`src/hdl/ord_pkg.sv`:
```
// Package for the overwriting ring deque: storage sizes, action codes and
// the packed command and result beats. No dependencies.
package ord_pkg;

  localparam int DEPTH      = 16;
  localparam int DATA_WIDTH = 32;
  localparam int PTR_W      = $clog2(DEPTH);
  localparam int CNT_W      = $clog2(DEPTH + 1);

  localparam logic [2:0] ACT_PUSH_FRONT = 3'd0;
  localparam logic [2:0] ACT_PUSH_BACK  = 3'd1;
  localparam logic [2:0] ACT_POP_FRONT  = 3'd2;
  localparam logic [2:0] ACT_POP_BACK   = 3'd3;
  localparam logic [2:0] ACT_READ       = 3'd4;

  typedef struct packed {
    logic [2:0]            action;
    logic [DATA_WIDTH-1:0] push_value;
    logic [PTR_W-1:0]      read_index;
  } cmd_t;

  typedef struct packed {
    logic [DATA_WIDTH-1:0] read_data;
    logic                  index_error;
    logic [CNT_W-1:0]      element_count;
    logic                  is_full;
    logic                  is_empty;
  } res_t;

endpackage

```
`src/hdl/overwriting_ring_deque.sv`:
```
// Overwriting ring deque: top level with slot storage, pointers and result register.
// Depends on ord_pkg.
//
// One action per beat: push front/back, pop front/back, or read at an index
// counted from the front. Each accepted command gives exactly one result beat,
// registered on acceptance; a command can be taken every cycle,
// including while a finished result waits, as long as res_ready frees the
// result register. A push into a full buffer overwrites the element at the
// opposite end; popping an empty buffer changes nothing. Writing the capacity
// (0 reads as 1, above 16 reads as 16) clears the buffer in the same cycle;
// there is no clearing pass, and slots are never read before they are written.
module overwriting_ring_deque (
  input  logic                       clk,
  input  logic                       rst,
  input  logic                       cfg_valid,
  output logic                       cfg_ready,
  input  logic [ord_pkg::CNT_W-1:0]  cfg_data,
  input  logic                       cmd_valid,
  output logic                       cmd_ready,
  input  ord_pkg::cmd_t              cmd,
  output logic                       res_valid,
  input  logic                       res_ready,
  output ord_pkg::res_t              res
);
  import ord_pkg::*;

  logic [DATA_WIDTH-1:0] slot_store [DEPTH];

  logic [CNT_W-1:0] capacity;
  logic [PTR_W-1:0] front_slot, front_slot_next;
  logic [PTR_W-1:0] back_next_slot, back_next_slot_next;
  logic [CNT_W-1:0] stored_count, stored_count_next;

  logic             cmd_accept, cfg_accept, full;
  logic [PTR_W-1:0] top_slot, front_inc, front_dec, back_inc, back_dec;
  logic [CNT_W-1:0] front_plus, back_plus, read_sum;
  logic [PTR_W-1:0] wr_slot, rd_slot;
  logic             wr_en, rd_err, rd_hit;
  logic [CNT_W-1:0] cap_clamped;

  assign cfg_ready  = 1'b1;
  assign cfg_accept = cfg_valid && cfg_ready;
  assign cmd_ready  = !res_valid || res_ready;
  assign cmd_accept = cmd_valid && cmd_ready;

  assign full     = stored_count >= capacity;
  assign top_slot = PTR_W'(capacity - 1'b1);

  // wrap within the slots in use, not the whole store
  assign front_plus = {1'b0, front_slot} + 1'b1;
  assign back_plus  = {1'b0, back_next_slot} + 1'b1;
  assign front_inc  = (front_plus >= capacity) ? '0 : front_plus[PTR_W-1:0];
  assign back_inc   = (back_plus >= capacity) ? '0 : back_plus[PTR_W-1:0];
  assign front_dec  = (front_slot == '0) ? top_slot : front_slot - 1'b1;
  assign back_dec   = (back_next_slot == '0) ? top_slot : back_next_slot - 1'b1;

  // index < count <= capacity, so one subtract brings it back into range
  assign read_sum = {1'b0, front_slot} + {1'b0, cmd.read_index};
  assign rd_slot  = (read_sum >= capacity) ? PTR_W'(read_sum - capacity)
                                           : read_sum[PTR_W-1:0];

  always_comb begin
    front_slot_next     = front_slot;
    back_next_slot_next = back_next_slot;
    stored_count_next   = stored_count;
    wr_en               = 1'b0;
    wr_slot             = back_next_slot;
    rd_err              = 1'b0;
    rd_hit              = 1'b0;
    unique case (cmd.action)
      ACT_PUSH_FRONT: begin
        wr_en           = 1'b1;
        wr_slot         = front_dec;
        front_slot_next = front_dec;
        if (!full) begin
          stored_count_next = stored_count + 1'b1;
        end else begin
          back_next_slot_next = front_dec;
        end
      end
      ACT_PUSH_BACK: begin
        wr_en               = 1'b1;
        wr_slot             = back_next_slot;
        back_next_slot_next = back_inc;
        if (!full) begin
          stored_count_next = stored_count + 1'b1;
        end else begin
          front_slot_next = back_inc;
        end
      end
      ACT_POP_FRONT: begin
        if (stored_count != '0) begin
          stored_count_next = stored_count - 1'b1;
          front_slot_next   = front_inc;
          if (stored_count == CNT_W'(1)) begin
            front_slot_next     = '0;
            back_next_slot_next = '0;
          end
        end
      end
      ACT_POP_BACK: begin
        if (stored_count != '0) begin
          stored_count_next   = stored_count - 1'b1;
          back_next_slot_next = back_dec;
          if (stored_count == CNT_W'(1)) begin
            front_slot_next     = '0;
            back_next_slot_next = '0;
          end
        end
      end
      ACT_READ: begin
        rd_err = {1'b0, cmd.read_index} >= stored_count;
        rd_hit = !rd_err;
      end
      default: ;
    endcase
  end

  always_comb begin
    if (cfg_data == '0) begin
      cap_clamped = CNT_W'(1);
    end else if (cfg_data > CNT_W'(DEPTH)) begin
      cap_clamped = CNT_W'(DEPTH);
    end else begin
      cap_clamped = cfg_data;
    end
  end

  always_ff @(posedge clk) begin
    if (rst) begin
      capacity       <= CNT_W'(DEPTH);
      front_slot     <= '0;
      back_next_slot <= '0;
      stored_count   <= '0;
      res_valid      <= 1'b0;
    end else begin
      if (cfg_accept) begin
        capacity       <= cap_clamped;
        front_slot     <= '0;
        back_next_slot <= '0;
        stored_count   <= '0;
      end else if (cmd_accept) begin
        front_slot     <= front_slot_next;
        back_next_slot <= back_next_slot_next;
        stored_count   <= stored_count_next;
      end
      if (cmd_accept) begin
        res_valid <= 1'b1;
      end else if (res_ready) begin
        res_valid <= 1'b0;
      end
    end
  end

  // storage and result payload, no reset
  always_ff @(posedge clk) begin
    if (cmd_accept) begin
      if (wr_en) begin
        slot_store[wr_slot] <= cmd.push_value;
      end
      res.read_data     <= rd_hit ? slot_store[rd_slot] : '0;
      res.index_error   <= rd_err;
      res.element_count <= stored_count_next;
      res.is_full       <= stored_count_next == capacity;
      res.is_empty      <= stored_count_next == '0;
    end
  end

endmodule

```
`config.mk`:
```
export PLATFORM = sky130hd
export DESIGN_NAME = overwriting_ring_deque
export DESIGN_NICKNAME = d
export VERILOG_FILES = /design/src/hdl/ord_pkg.sv /design/src/hdl/overwriting_ring_deque.sv
export SDC_FILE = /design/constraint.sdc
export NUM_CORES = 1
export LEC_CHECK = 0
export ABC_AREA = 1
export BUFFER_PORTS_ARGS = -buffer_cell sky130_fd_sc_hd__buf_2
export CORE_UTILIZATION = 30
export DETAILED_ROUTE_END_ITERATION = 16
export HOLD_SLACK_MARGIN = 0.06
export PLACE_DENSITY_LB_ADDON = 0.3
export SLEW_MARGIN = 20
export SYNTH_ARGS = -nofsm -noshare
export SYNTH_HDL_FRONTEND = slang
export SYNTH_SLANG_ARGS = --single-unit
```
`constraint.sdc`:
```
create_clock -name clk -period 4.4 [get_ports clk]
set_input_delay 0.44 -clock clk [delete_from_list [all_inputs] [get_ports clk]]
set_output_delay 0.44 -clock clk [all_outputs]
set_load 0.02 [all_outputs]
```
==> results.md <==
* Core Footprint at about 85000 sq um
* Most common cell after layout, fill and taps aside: edfxtp_1
* Async set-reset flop share out of synthesis at 0
* Least-Margin Pin Slew at roughly 0.83 ns
* Startpoint Class: flop
* Min-Delay Path Class: in -> reg
* I/O pin cnt at 92
* Status: finished clean
* Row Count at approximately 110
* EDFF count, synth at 552
* Final hold slack at 0.0996 ns
* Pins Over Slew Limit at 0
* Buffers & Inverters on Critical Path at 2
* Final TNS setup at 0 ns
* Cell family with most CP delay: simple AND/OR/NAND/NOR gates
* Hpwl dp at 38300 microns
* Max-Slew Margin vs Limit at 0.447
* Worst Setup SP: front_slot[2]
* Crit Path Category: reg -> reg
* Port bufs at 90
* Synth Area per Inst at 10.5 sq um
* Area grow syn2layout at 16.5%
* Crit. End Element: flop
* Yosys top cell by area: edfxtp_1
* Critical path arrival at slightly above 4 ns
* Max frequency at 262 MHz
* Pleak at 12.3 nW
* Final wirelength at 71700 microns
* First-pass iteration count of the detailed router at 7
* # resized after CTS at 0
* Post-Syn Area at 26000 sq um
* Worst path slowest cell: buf_4
* Initial antenna violation count at 6
* Gr ovfl total at 0
* Die Wd at 296 microns
* Total GRT Usage at 0.165
* Commonest non-fill, non-tap cells in the layout: edfxtp_1, nand3_1, inv_1
* Initial drt markers at 1417
* Starting Density at 0.304
* Syn Inst Count at 2465
* Crit-path most repeated cell: nand2_1
* Worst endpoint required time at 4.74 ns
* Number of diodes at 0
* Reg2reg start: front_slot[2]
* Clk_skew at 0.0375 ns
* Chip height at 296 microns
* First-pass GRT wire length at approximately 110000 microns
* Vias per cell at around 4.7
* Vias in the first global route at 17058
* Synth top area cells: edfxtp_1, nand3_1, inv_1
* Layout Nets at 2640
* RSZ-0062 raised after global routing: false
* Synthesis Warnings at 0
* PwrDens at 448 nW/um^2
* Finish-stage setup viols at 0
* Worst skew pair latency at 0.62 ns
* Crit-path cells: ha_1 > a21oi_1 > nand2_1 > xor2_1 > ha_1 > nand2_1 > inv_1 > nand2_1 > nand4_1 > nand2_8 > buf_4 > nand2_1 > nand3_1 > nand3_1 > nand3_1 > a21oi_1
* Largest net degree at the start of global routing at 97
* Number of synthesized register bits at 571
* Routed Antenna Nets at 0
* Share of cells above drive strength 1 at 0.103
* Launch point of the worst hold path: cfg_data[0]
* Max FO, Critical Path at 60
* Drt wl/cell at about 19 microns
* Worst-path clk slew at 0.06 ns
* Fin. Hold Viols at 0
* CTS tree: built
* CTS Buffer Depth at 3
* Synth Net Count at 2552
* Root Driver: clkbuf_16
* Placed Cells incl. Taps at 3628
* Crit path time final at 3.82 ns
* Fin crit share at 0.868
* Total CTS buffers at 66
* Post-synthesis cell type count at 40
* Primary FF master, synth: edfxtp_1
* Seq/Total Area, Yosys at 0.653
* Maxcap violations at 0
* Non-filler instance count after layout at 3747
* Synth top area share at 0.638
* Routability Congestion at 0.868
* Max incr delay on CP at roughly 0.60 ns
* Number of clock sinks at 571
* DRC at 0
* Full die area at 87800 sq um
* Via Count at 17485
* VDD IR-drop max at about 0.00025 V
* H-tree Lvls at 3
-- path summary, 6_finish.rpt --
kind,end,slack (ns),cells past startpoint
worst max register to register,res[25],0.58,16
worst min-delay path,capacity[0],0.1,3
worst min register to register,res_valid,0.51,2
worst max-delay path,res[25],0.58,16
-- metal layers --
| metal | track usage | part of all wire |
|---|---|---|
| met5 | 0 | 0.00038 |
| met4 | 0.0478 | 0.020 |
| met3 | 0.0260 | 0.053 |
| met2 | 0.282 | 0.48 |
| met1 | 0.216 | 0.44 |
-- final cells by class --
type	instances	area, sq um
fillers	8569	55100
clock inverters	39	449
flip-flops and latches	571	17000
multi-input cells	1303	6860
well taps	1144	1430
clock buffers	79	1700
repair buffers	146	1140
inverters	465	1750
-- metrics by stage --
stage	cell area (sq um)	util	total power [mW]	setup slack, ns
after global routing	30300	0.354	14.1	0.238
final	30300	0.354	13.6	0.583
after CTS	30300	0.354	13.7	0.586
after floorplan	26000	-	7.45	1.13
after global placement	28100	0.329	8.19	0.425
after detailed placement	28100	0.329	8.20	0.339
-- sequential cells by signal (all words and copies together), names as in the netlist --
register and flops:
capacity 5, res 40, res_valid 1, front_slot 4, stored_count 5, slot_store 512
back_next_slot 4
-- kinds of logic after synthesis --
group | Yosys count | synth area share
fa+ha+maj | 38 | 0.0189
xor+xnor | 14 | 0.00472
flops | 571 | 0.653
other cells | 1 | 0.000144
compound gates | 100 | 0.0209
simple gates | 1150 | 0.212
buf+inv | 591 | 0.0909
-- Yosys cell counts, drive strengths merged, types with 5 or more instances --
cell type  instances
nor3               7
nand3b           128
nand4              7
dfxtp             19
inv              465
clkbuf            29
edfxtp           552
nand2            437
o22ai              5
a21oi             45
o21ai             37
buf               97
ha                36
nand3            510
nor2              55
xor2              12
-- report_power, final --
| part | internal (mW) | switching, mW | leakage (nW) |
|---|---|---|---|
| logic | 0.614 | 1.41 | 6.07 |
| registers | 6.02 | 0.0255 | 5.17 |
| clock network | 3.21 | 2.28 | 1.05 |
| total | 9.84 | 3.71 | 12.3 |
-- tightest hold or removal path, cell delays in order --
cell and delay, ns:
buf_2 0.08, a31oi_1 0.03, o22ai_1 0.09
-- timing repair --
action,4_1_cts,5_1_grt
buffers inserted,0,0
endpoints found under the hold margin,1,0
hold buffers,1,0
No activity file was read; power rests on OpenSTA's default activity.
